File: config.mk
export PLATFORM = sky130hd
export DESIGN_NAME = ptk_ram
export DESIGN_NICKNAME = d
export VERILOG_FILES = /design/src/hw/rtl/ptk_ram.sv
export SDC_FILE = /design/constraint.sdc
export NUM_CORES = 1
export LEC_CHECK = 0
export BUFFER_PORTS_ARGS = -buffer_cell sky130_fd_sc_hd__buf_4
export CAP_MARGIN = 20
export CELL_PAD_IN_SITES_DETAIL_PLACEMENT = 1
export CELL_PAD_IN_SITES_GLOBAL_PLACEMENT = 1
export CORE_MARGIN = 2
export CORE_UTILIZATION = 45
export DETAILED_ROUTE_END_ITERATION = 7
export PLACE_DENSITY_LB_ADDON = 0.08
export SETUP_SLACK_MARGIN = 0.5
export SYNTH_ARGS = -nofsm -noshare
export SYNTH_HDL_FRONTEND = slang
export SYNTH_SLANG_ARGS = --single-unit
File: constraint.sdc
create_clock -name clock -period 2.4 [get_ports clock]
set_input_delay 0.72 -clock clock [delete_from_list [all_inputs] [get_ports clock]]
set_output_delay 0.72 -clock clock [all_outputs]
set_load 0.03 [all_outputs]
File: src/hw/rtl/ptk_ram.sv
// ptk_ram: single-port-write, single-port-read synchronous memory, registered read.
// Depends on nothing.
`timescale 1ns / 1ps
module ptk_ram #(
   parameter int WIDTH  = 8,
   parameter int ADDR_W = 4
) (
   input  logic              clock,
   input  logic              wr_en,
   input  logic [ADDR_W-1:0] wr_addr,
   input  logic [WIDTH-1:0]  wr_data,
   input  logic [ADDR_W-1:0] rd_addr,
   output logic [WIDTH-1:0]  rd_data
);

   logic [WIDTH-1:0] mem_ff [2**ADDR_W];
   logic [WIDTH-1:0] rd_data_ff;

   always_ff @(posedge clock) begin
      if (wr_en) begin
         mem_ff[wr_addr] <= wr_data;
      end
      rd_data_ff <= mem_ff[rd_addr];
   end

   assign rd_data = rd_data_ff;

endmodule

# --- Yosys cells after proc, flatten, opt, wreduce, memory -nomap -nowiden ---
# Memory sizes are Yosys's and may differ from the RTL's. A register that Yosys moved wholly into a read port is not among the register bits.
# Cells that the tools add are included.
word_totals:
  regBits: 0
  mem_bits_rw: 128
  in_bits: 18
  output_inout_bits: 8
  word_cells: 3
  n_memories: 1
mem_list:
  columns: ["memory", "depth", "width", "rd", "rd_ports_with_merged_regs", "wr", "line_no", "source"]
  rows:
  - ["mem_ff", 16, 8, 1, 1, 1, "16", "logic [WIDTH-1:0] mem_ff [2**ADDR_W];"]
classes:
  n_mux: 2
op_table:
  columns: ["cell", "n"]
  rows:
  - ["two-way mux 1 bit", 2]

# --- Longest topological paths before layout ---
logic_depth:
  ltp_word: 2
  mapped_depth: 5
  mapped_depth_nobuf: 3

# --- Worst setup path after synthesis ---
# OpenSTA, ideal clock, no wires.
synth_timing:
  path_kind: "input-to-reg"
  from: "in wr_addr[2]"
  to: "mem mem_ff[0][0], enable pin"
  arrival_ns: 1.830
  required_time_ns: 2.017
  path_slack_ns: 0.187
  cell_stages: 2
  n_path_buf: 0
  cell_sequence: "or3b_2 -> nor3_1"
synth_lines:
  columns: ["element", "line_no", "source"]
  rows:
  - ["start, declared", "10", "input logic [ADDR_W-1:0] wr_addr,"]
  - ["end, declared", "16", null]
# No word-level cell before the write port.

==> flow_summary.yaml <==
setup_path:
  crit_chain: "buf_4 > buf_12 > mux4_1 > a22oi_1 > nand2_1"
  crit_path_end_kind: "flop"
  crit_type: "in -> reg"
  crit_arrival_ps: 2070
  reg2reg_slack_ps: 970
  startpoint_type: "primary input"
  max_stage_delay_ps: 570
  path_max_fanout: 21
  cp_data_required_time_ps: 2690
  cp_slowest_cell: "mux4_1"
grt:
  grt_pass1_vias: 2705
  antenna_found_initial: 0
  grt_pass1_wl_um: 16700
  grt_start_max_net_pins: 22
  grt_use_total_pct: 19.4
  gr-total-overflow: 0
clock_tree:
  cts_root_buffer: "clkbuf_16"
  cts_setup_buffers: 0
  cts_tree: "yes"
  insertion_delay_ps: 420
  cts_made_buffers: 17
  cts.sinks: 136
  cts_hold_buf: 0
  h-tree-depth: 4
  cts_resized: 0
  cts_buffer_depth: 2
  path_clk_slew_ps: 60
timing:
  slew_headroom_pct: 74.2
  fin_worst_skew_ps: 9.32
  max_freq_mhz: 562
  fin_tns_setup_ps: 0
  worst_slack_ps: 620
  setup_violations: 0
  finalMaxSlewViolations: 0
  period_share_pct: 74.2
  hold_viol_final: 0
  timing.hold.ws_ps: 619
  tightest_slew_ps: 386
  rsz0062_at_grt: "no"
  post-route-min-period_ps: 1780
power:
  peakVddDrop_uv: 507
  p_total_uw: 5460
  p_per_area_nw_per_um2: 881
  total_leakage_power_uw: 0.00211
synthesis:
  syn-instance-count: 229
  yosysWarnings: 0
  avgSynthCellArea_sq_um: 22.5
  netlist_area_sq_um: 5150
  yosysSeqAreaShare_pct: 77.8
  synth_seq_cells: 136
  synth_nets: 247
  synthDistinctLibCells: 19
layout:
  multi_input_area_sq_um: 1070
  fillers: 969
  area_growth_pct: 20.4
  mostFrequentLayoutCells: "edfxtp_1, buf_4, mux4_2, clkbuf_16, a22oi_1"
  num-nets-final: 303
  antenna_cells: 0
  drive_above_1_share_pct: 30.5
  seq_area_sq_um: 4000
  post-route-cell-area_sq_um: 6200
  mostFrequentLayoutCell: "edfxtp_1"
floorplanning:
  core_area_sq_um: 11300
  fp-row-count: 39
  io_pins: 26
  die_w_um: 111
  start_util_pct: 45.7
  die_y_um: 111
  die-area_sq_um: 12300
route:
  first_pass_iters: 5
  drt_iter0_drc: 179
  drc_errors: 0
  vias: 2439
  wl_per_cell_um: 24.9
  totalWireLength_um: 11000
  avgViaCountPerCell: 5.53
  ant_nets: 0
placed_design:
  place_ws_ps: 163
  place_area_sq_um: 5630
  place.port_buffers: 25
  dp_hpwl_um: 7210
  globalplace.congestion: 0.680
min_path:
  hold_class: "in -> reg"
run_status:
  outcome: "complete, no violations"
job:
  maxCapViolCount: 0
[registers in the layout, summed over array words and instances (netlist names)]
| signal | flops |
|---|---|
| mem_ff | 128 |
| rd_data | 8 |
[logic make-up (layout without fill, tap and decap cells)]
family / Yosys count / count (layout) / share of synthesized area (%)
flip-flops: 136 / 136 / 77.8
AND/OR/NAND/NOR: 35 / 35 / 3.18
multiplexers: 32 / 32 / 15.0
AO/OA/AOI/OAI: 16 / 16 / 2.33
buffers and inverters: 10 / 79 / 1.68
[metal layers]
layer | GRT usage, % | vias up | routed length [um]
li1 | - | 1085 | -
met1 | 26.1 | 1295 | 4950
met2 | 31.2 | 46 | 5530
met3 | 4.54 | 13 | 323
met4 | 7.00 | 0 | 162
met5 | 0 | - | 0
[final timing paths]
kind / startpoint / end / depth (start not counted)
setup reg to reg: mem_ff[8][4]$_DFFE_PP_ / rd_data[4]$_DFF_P_ / 3
hold reg to reg: mem_ff[14][2]$_DFFE_PP_ / rd_data[2]$_DFF_P_ / 3
setup / recovery: rd_addr[0] / rd_data[5]$_DFF_P_ / 5
hold / removal: wr_data[1] / mem_ff[8][1]$_DFFE_PP_ / 1
[layout make-up]
cell class	instances	area share (%)
Clock buffer	28	8.02
Clock inverter	4	1.09
Multi-Input combinational cell	83	17.3
Sequential cell	136	64.6
Tap cell	143	2.89
Timing Repair Buffer	47	6.10
[where the power goes]
group	internal [uW]	total [uW]	switching (uW)
clock network	1610	2480	875
logic	128	302	174
registers	2660	2670	17.3
[worst max-delay path, delay by kind of cell]
family	cells	cell delay, ps
compound gates	1	300
buf+inv	2	370
simple gates	1	100
mux	1	570
[metrics by stage]
stage               utilization (%)  std cells
floorplan                         -        229
global placement               50.0        409
detailed placement             50.0        409
CTS                            55.0        441
global route                   55.0        441
finish                         55.0        441
[cells in the mapped netlist]
cell type	count	area share (%)
nand3_1	1	0.097
a22oi_1	16	2.3
nor2b_1	1	0.12
edfxtp_1	128	75
mux4_2	18	7.9
mux4_1	14	7.1
dfxtp_1	8	3.1
nand3b_1	2	0.29
buf_4	1	0.15
and2b_1	1	0.15
or3b_2	1	0.17
nand2b_1	2	0.24
nor2_1	13	0.95
and2_1	1	0.12
clkdlybuf4s25_2	3	0.58
nor3_1	4	0.39
buf_2	3	0.29
buf_6	3	0.66
nand2_1	9	0.66
No activity file was read; power rests on OpenSTA's default activity.
