## config.mk

```make
export PLATFORM = sky130hd
export DESIGN_NAME = ptk_update
export DESIGN_NICKNAME = d
export VERILOG_FILES = /design/src/hw/rtl/ptk_pkg.sv /design/src/hw/rtl/ptk_update.sv
export SDC_FILE = /design/constraint.sdc
export NUM_CORES = 1
export LEC_CHECK = 0
export ABC_AREA = 1
export BUFFER_PORTS_ARGS = -buffer_cell sky130_fd_sc_hd__buf_2
export CAP_MARGIN = 25
export CORE_AREA = 2 2 156 158
export DETAILED_ROUTE_END_ITERATION = 12
export DIE_AREA = 0 0 158 160
export GPL_TIMING_DRIVEN = 0
export PLACE_DENSITY = 0.66
export SYNTH_ARGS = -nofsm -noshare
export SYNTH_HDL_FRONTEND = slang
export SYNTH_SLANG_ARGS = --single-unit
```

## constraint.sdc

```tcl
create_clock -name vclk -period 2.85
set_clock_uncertainty 0.1 [all_clocks]
set_input_delay 0.1425 -clock vclk [all_inputs]
set_output_delay 0.1425 -clock vclk [all_outputs]
set_load 0.01 [all_outputs]
```

## src/hw/rtl/ptk_pkg.sv

```systemverilog
// ptk_pkg: shared types, widths and codes of the per-channel peak tracker.
// Depends on nothing; imported by every tracker module but ptk_ram.
`timescale 1ns / 1ps
package ptk_pkg;

   // payload widths
   localparam int PEAK_W  = 64;
   localparam int ESAT_W  = 32;
   localparam int TOTAL_W = 48;
   localparam int MANT_W  = 32;
   localparam int EXP_W   = 8;
   localparam int VALUE_W = 64;
   localparam int LIDX_W  = 8;
   localparam int HIDX_W  = 8;
   localparam int CIDX_W  = 10;
   localparam int STAT_W  = 2;

   // configuration port
   localparam int CSR_IDX_W  = 2;
   localparam int CSR_DATA_W = 8;
   localparam int LCNT_W     = 6;
   localparam int HCNT_W     = 4;
   localparam int CCNT_W     = 8;
   // count registers are kept wide enough to hold the largest parameter limit
   localparam int LLIM_W     = 9;
   localparam int HLIM_W     = 9;
   localparam int CLIM_W     = 11;

   localparam logic [CSR_IDX_W-1:0] CSR_LAYER_COUNT   = 2'd0;
   localparam logic [CSR_IDX_W-1:0] CSR_HEAD_COUNT    = 2'd1;
   localparam logic [CSR_IDX_W-1:0] CSR_CHANNEL_COUNT = 2'd2;

   // result status codes
   localparam logic [STAT_W-1:0] STAT_RECORDED = 2'd0;
   localparam logic [STAT_W-1:0] STAT_RANGE    = 2'd1;
   localparam logic [STAT_W-1:0] STAT_SCALE    = 2'd2;

   // landing range limits
   localparam logic signed [VALUE_W-1:0] LAND_HI = 64'sd127;
   localparam logic signed [VALUE_W-1:0] LAND_LO = -64'sd127;

   // observation payload held for the update cycle
   typedef struct packed {
      logic signed [VALUE_W-1:0] rotated;
      logic [MANT_W-1:0]         mant;
      logic signed [EXP_W-1:0]   expo;
      logic signed [VALUE_W-1:0] landing;
   } obs_type;

   // decision of the update logic
   typedef struct packed {
      logic [STAT_W-1:0] status;
      logic [PEAK_W-1:0] peak;
      logic [ESAT_W-1:0] sats;
      logic              sat_flag;
      logic              entry_we;
      logic              scale_we;
      logic              count_obs;
   } upd_type;

endpackage

```

## src/hw/rtl/ptk_update.sv

```systemverilog
// ptk_update: read-modify decision for one observation (peak, saturation, status).
// Depends on ptk_pkg.
`timescale 1ns / 1ps
module ptk_update (
   input  logic                      in_range,
   input  logic                      latched,
   input  logic [ptk_pkg::MANT_W-1:0] stored_mant,
   input  logic [ptk_pkg::EXP_W-1:0]  stored_exp,
   input  ptk_pkg::obs_type          obs,
   input  logic [ptk_pkg::PEAK_W-1:0] old_peak,
   input  logic [ptk_pkg::ESAT_W-1:0] old_sats,
   output ptk_pkg::upd_type          upd
);
   import ptk_pkg::*;

   logic [PEAK_W-1:0] raw;
   logic [PEAK_W-1:0] mag;
   logic              mismatch;
   logic              sat;

   always_comb begin
      raw      = PEAK_W'(obs.rotated);
      mag      = raw[PEAK_W-1] ? (~raw + PEAK_W'(1)) : raw;
      mismatch = latched && ((stored_mant != obs.mant) || (stored_exp != EXP_W'(obs.expo)));
      sat      = (obs.landing > LAND_HI) || (obs.landing < LAND_LO);

      upd = '0;
      if (!in_range) begin
         upd.status = STAT_RANGE;
      end else if (mismatch) begin
         upd.status = STAT_SCALE;
         upd.peak   = old_peak;
         upd.sats   = old_sats;
      end else begin
         upd.status    = STAT_RECORDED;
         upd.peak      = (mag > old_peak) ? mag : old_peak;
         upd.sats      = (sat && (old_sats != '1)) ? old_sats + ESAT_W'(1) : old_sats;
         upd.sat_flag  = sat;
         upd.entry_we  = 1'b1;
         upd.scale_we  = !latched;
         upd.count_obs = 1'b1;
      end
   end

endmodule

```

After elaboration in Yosys (flattened, before gate mapping)
Index checks and enable logic that the tools add are counted. W data, S select, Z words.

Add/sub/neg operators: 2. Magnitude comparators: 3. Equal/unequal tests: 3. Mux-type cells: 7. Bitwise gates (word level): 1. Reduce and logical (&&, ||, !) cells: 5.

Operator list (count): $mux W64 (2); $mux W100 (1); $mux W98 (1); $add A64 B1 Y64 const B (1); $gt A64 B64 Y1 (1); $gt A64 B8 Y1 const B (1); $lt A64 B8 Y1 const B (1); $not A64 Y64 (1); $add A32 B1 Y32 const B (1); $mux W32 (1); $ne A32 B32 Y1 (1); $ne A32 B32 Y1 const B (1); $ne A8 B8 Y1 (1); $mux W4 (1); $logic_and A1 B1 Y1 (2); $logic_or A1 B1 Y1 (2); $mux W2 (1); $logic_not A1 Y1 (1).

Register bits: 0. Input port bits: 306.

Longest topological paths before layout
Depth in word-level cells: 7. Gate-level depth with buffers: 26.

Worst setup path after synthesis
Ideal clock, no wire load.

Path type: input port to output port. From: input obs[104] in the netlist's numbering. To: output upd[69] in the netlist's numbering. Data arrival time: 2994 ps. Required time: 2608 ps. Slack: -387 ps. Cell stages on the path: 23. Cells stage by stage: inv_1 > ha_1 > nand3_1 > nor2_2 > nand3_1 > nor2_1 > nand2_1 > nand2_1 > xor2_1 > inv_1 > ha_1 > nand2_1 > nor2_1 > nand2_1 > nor2_1 > nand2_1 > nand2_1 > nand2_1 > nand2_2 > buf_2 > buf_2 > a21oi_1 > nor2_1.

RTL lines: start: declaration (line ptk_update.sv:9) `input ptk_pkg::obs_type obs,`; end: declaration (line ptk_update.sv:12) `output ptk_pkg::upd_type upd`.

==> metrics.csv <==
stage,metric,value,unit
layout,Final Core Density,55.41,%
die,Core ar.,0.02382,mm^2
die,die width,158,um
sta,"Hold Vio Cnt, Final",0,
global_routing,antenna violations before repair,15,
place,Port Buffers,407,
logic_synthesis,Cells after Synth,1919,
global_routing,largest net degree at the start of global routing,11,
sta,setup ws final,-0.9881,ns
min_path,hold path cells,4,
logic_synthesis,leading area contributor after synthesis,nand2_1,
die,Ports,408,
logic_synthesis,top post-synthesis cells by area,"nand2_1 (30%), nor2_1 (15%), inv_1 (12%)",
critical_path,WP data required,2.61,ns
critical_path,CP bufs+invs,6,
critical_path,"Slowest-stage cell, CP",nand4_1,
global_routing,grt ovf,0,
logic_synthesis,register area share after synthesis,0,%
global_routing,"Most Used Layer, Global Route",met2,
sta,Setup Viol. Count Final,64,
logic_synthesis,YS warnings,0,
power_and_ir_drop,Comb pwr share,100.0,%
critical_path,CP endpoint kind,primary output,
critical_path,CP Class,in -> out,
place,DP HPWL,39550,um
route,WL final,47820,um
critical_path,CP Capture Point,upd[40],
sta,Tightest Pin Transition,0.8776,ns
die,Vert. Die Dim,160,um
die,Die ar.,0.02528,mm^2
critical_path,"Largest delay share family, worst path",simple AND/OR/NAND/NOR gates,
global_routing,met3 Use GR,2.795,%
sta,hold slack,0.5016,ns
run,max cap viols,0,
place,Final Wtd Congestion,0.9853,
critical_path,startpoint types,input pin,
layout,clock buf count,0,
global_routing,met2 Use GR,67.35,%
route,wire per inst,17.47,um
sta,final worst path period share,134.7,%
power_and_ir_drop,Sw Share,60.24,%
logic_synthesis,Syn Std Cell Area,0.008803,mm^2
power_and_ir_drop,Lkg Pwr,7.361,nW
logic_synthesis,area fraction of the dominant cell type after synthesis,30.23,%
route,DR pass1 iterations,6,
sta,Slew headroom,41.49,%
power_and_ir_drop,Power Density,147.6,mW/mm^2
min_path,Min-Delay Path Class,in -> out,
critical_path,CP peak stage delay,0.26,ns
die,Initial Util,36.96,%
route,drc violations,0,
layout,Final #Nets,2774,
critical_path,critical path depth in cells,25,
critical_path,crit path max fanout,6,
logic_synthesis,post-synth cell types,29,
sta,min Tclk post-route,3.838,ns
power_and_ir_drop,Seq pwr share,0,%
route,Via Count,13920,
power_and_ir_drop,Psw,1.174,mW
critical_path,CP Data Arrival Time,3.60,ns
logic_synthesis,Post-Syn Area per Cell,4.588,um^2
global_routing,GRT Util Overall,35.17,%
die,Row Count,57,
layout,FF+latch area,0,um^2
power_and_ir_drop,Worst VDD drop,109.0,uV
layout,layout cells sized above 1,32.08,%
global_routing,vias in the first global route,13350,
global_routing,GRT met1 Usage,36.81,%
critical_path,crit path launch,obs[130],
route,initial DRC count,746,
logic_synthesis,Syn Nets,2291,
power_and_ir_drop,clock network fraction of total power,0,%
global_routing,first-pass GRT wire length,68940,um
sta,RSZ-0062 raised after global routing,true,
clocking,hold_buf cts,0,
outcome,status,"complete, but fails checks",
critical_path,cell mode on critical path,nand2_1,
layout,FF+latch count,0,
layout,Layout fillers,2661,
sta,Max Slew Vio Count,0,
power_and_ir_drop,Int Power,774.6,uW
route,post-route ant nets,0,
sta,Max Freq,260.5,MHz
route,drt via density,5.087,
outcome,failing checks,setup timing,
layout,area grow syn2layout,49.93,%
## worst min path at each step
stage,endpoint,slack [ns],from
after floorplan,upd[1],0.23,latched
after global placement,upd[97],0.50,old_peak[61]
after detailed placement,upd[97],0.50,old_peak[61]
after CTS,upd[97],0.50,old_peak[61]
after global routing,upd[97],0.53,old_peak[61]
final,upd[97],0.50,old_peak[61]
## synthesized netlist by cell type
cell type,n
nand2_1,709
nor2_1,354
inv_1,285
nand3_1,132
a21oi_1,93
ha_1,66
nand4_1,52
xor2_1,42
nand3b_1,33
clkbuf_1,31
nor3_1,25
xnor2_1,23
o21ai_0,20
buf_2,15
buf_1,14
buf_4,5
a21o_1,3
o21a_1,3
and3_1,2
nor2_2,2
nor4_1,2
a21oi_4,1
clkinv_1,1
nand2_2,1
o21ai_1,1
o21ai_2,1
o21bai_1,1
o22ai_1,1
or3_1,1
## metrics by stage
stage / instance area [um^2] / cells / setup TNS [ns] / setup slack (ns) / power (mW)
final: 13200 / 2737 / -59.15 / -0.9881 / 1.948
after global routing: 13200 / 2736 / -68.77 / -1.133 / 2.136
after CTS: 12470 / 2706 / -52.39 / -0.8477 / 1.818
after detailed placement: 11360 / 2650 / -94.28 / -1.702 / 1.655
after global placement: 11360 / 2650 / -91.52 / -1.585 / 1.631
after floorplan: 8916 / 1919 / -0.02508 / -0.0008360 / 0.9566
## logic make-up (layout without fill, tap and decap cells)
kind of cell,Yosys count,after routing,synth area share (%)
simple gates,1313,1314,61.33
buf+inv,351,830,15.39
compound gates,124,125,7.433
fa+ha+maj,66,66,9.380
xor+xnor,65,65,6.467
other cells,0,13,0
## routing by layer
metal,part of all wire (%),up-vias
met5,0.025,-
met4,7.1,2
met3,6.2,152
met2,51,580
met1,36,6266
li1,-,6924
## power by group through the flow
stage	Sequential [mW]	Clock (mW)	Combinational, mW
after floorplan	0	0	0.957
after global placement	0	0	1.63
after detailed placement	0	0	1.66
after CTS	0	0	1.82
after global routing	0	0.000000564	2.14
final	0	0.000000612	1.95
## worst min-delay path, stage by stage
cell	delay, ns
buf_2	0.09
a21oi_1	0.03
nor2_1	0.07
buf_2	0.13
## area by class of cell
class / count / area (um^2) / share of cell area (%)
Antenna cell: 13 / 32.53 / 0.2465
Buffer: 65 / 459.2 / 3.479
Inverter: 286 / 1087 / 8.238
Multi-Input combinational cell: 1570 / 8529 / 64.62
Tap cell: 324 / 405.4 / 3.071
Timing Repair Buffer: 479 / 2685 / 20.34
## cells in the final DEF (no fill, tap or decap), drive strengths merged
master      n
o21a        3
nor3       25
clkinvlp    3
or3         1
clkinv      1
nand3     132
xor2       42
nor4        2
ha         66
a21oi      95
bufbuf      1
buf       509
nand4      52
o21ai      22
nand3b     33
inv       282
nand2     711
diode      13
o22ai       1
xnor2      23
a21o        3
nor2      356
o21bai      1
clkbuf     34
and3        2
## timing repair
item	4_1_cts	5_1_grt
buffers inserted	51	16
setup endpoints to repair	86	93
pin swaps	57	77
gates resized for setup	207	153
cloned	5	3
Note: power is estimated with default switching activity, not from simulation.
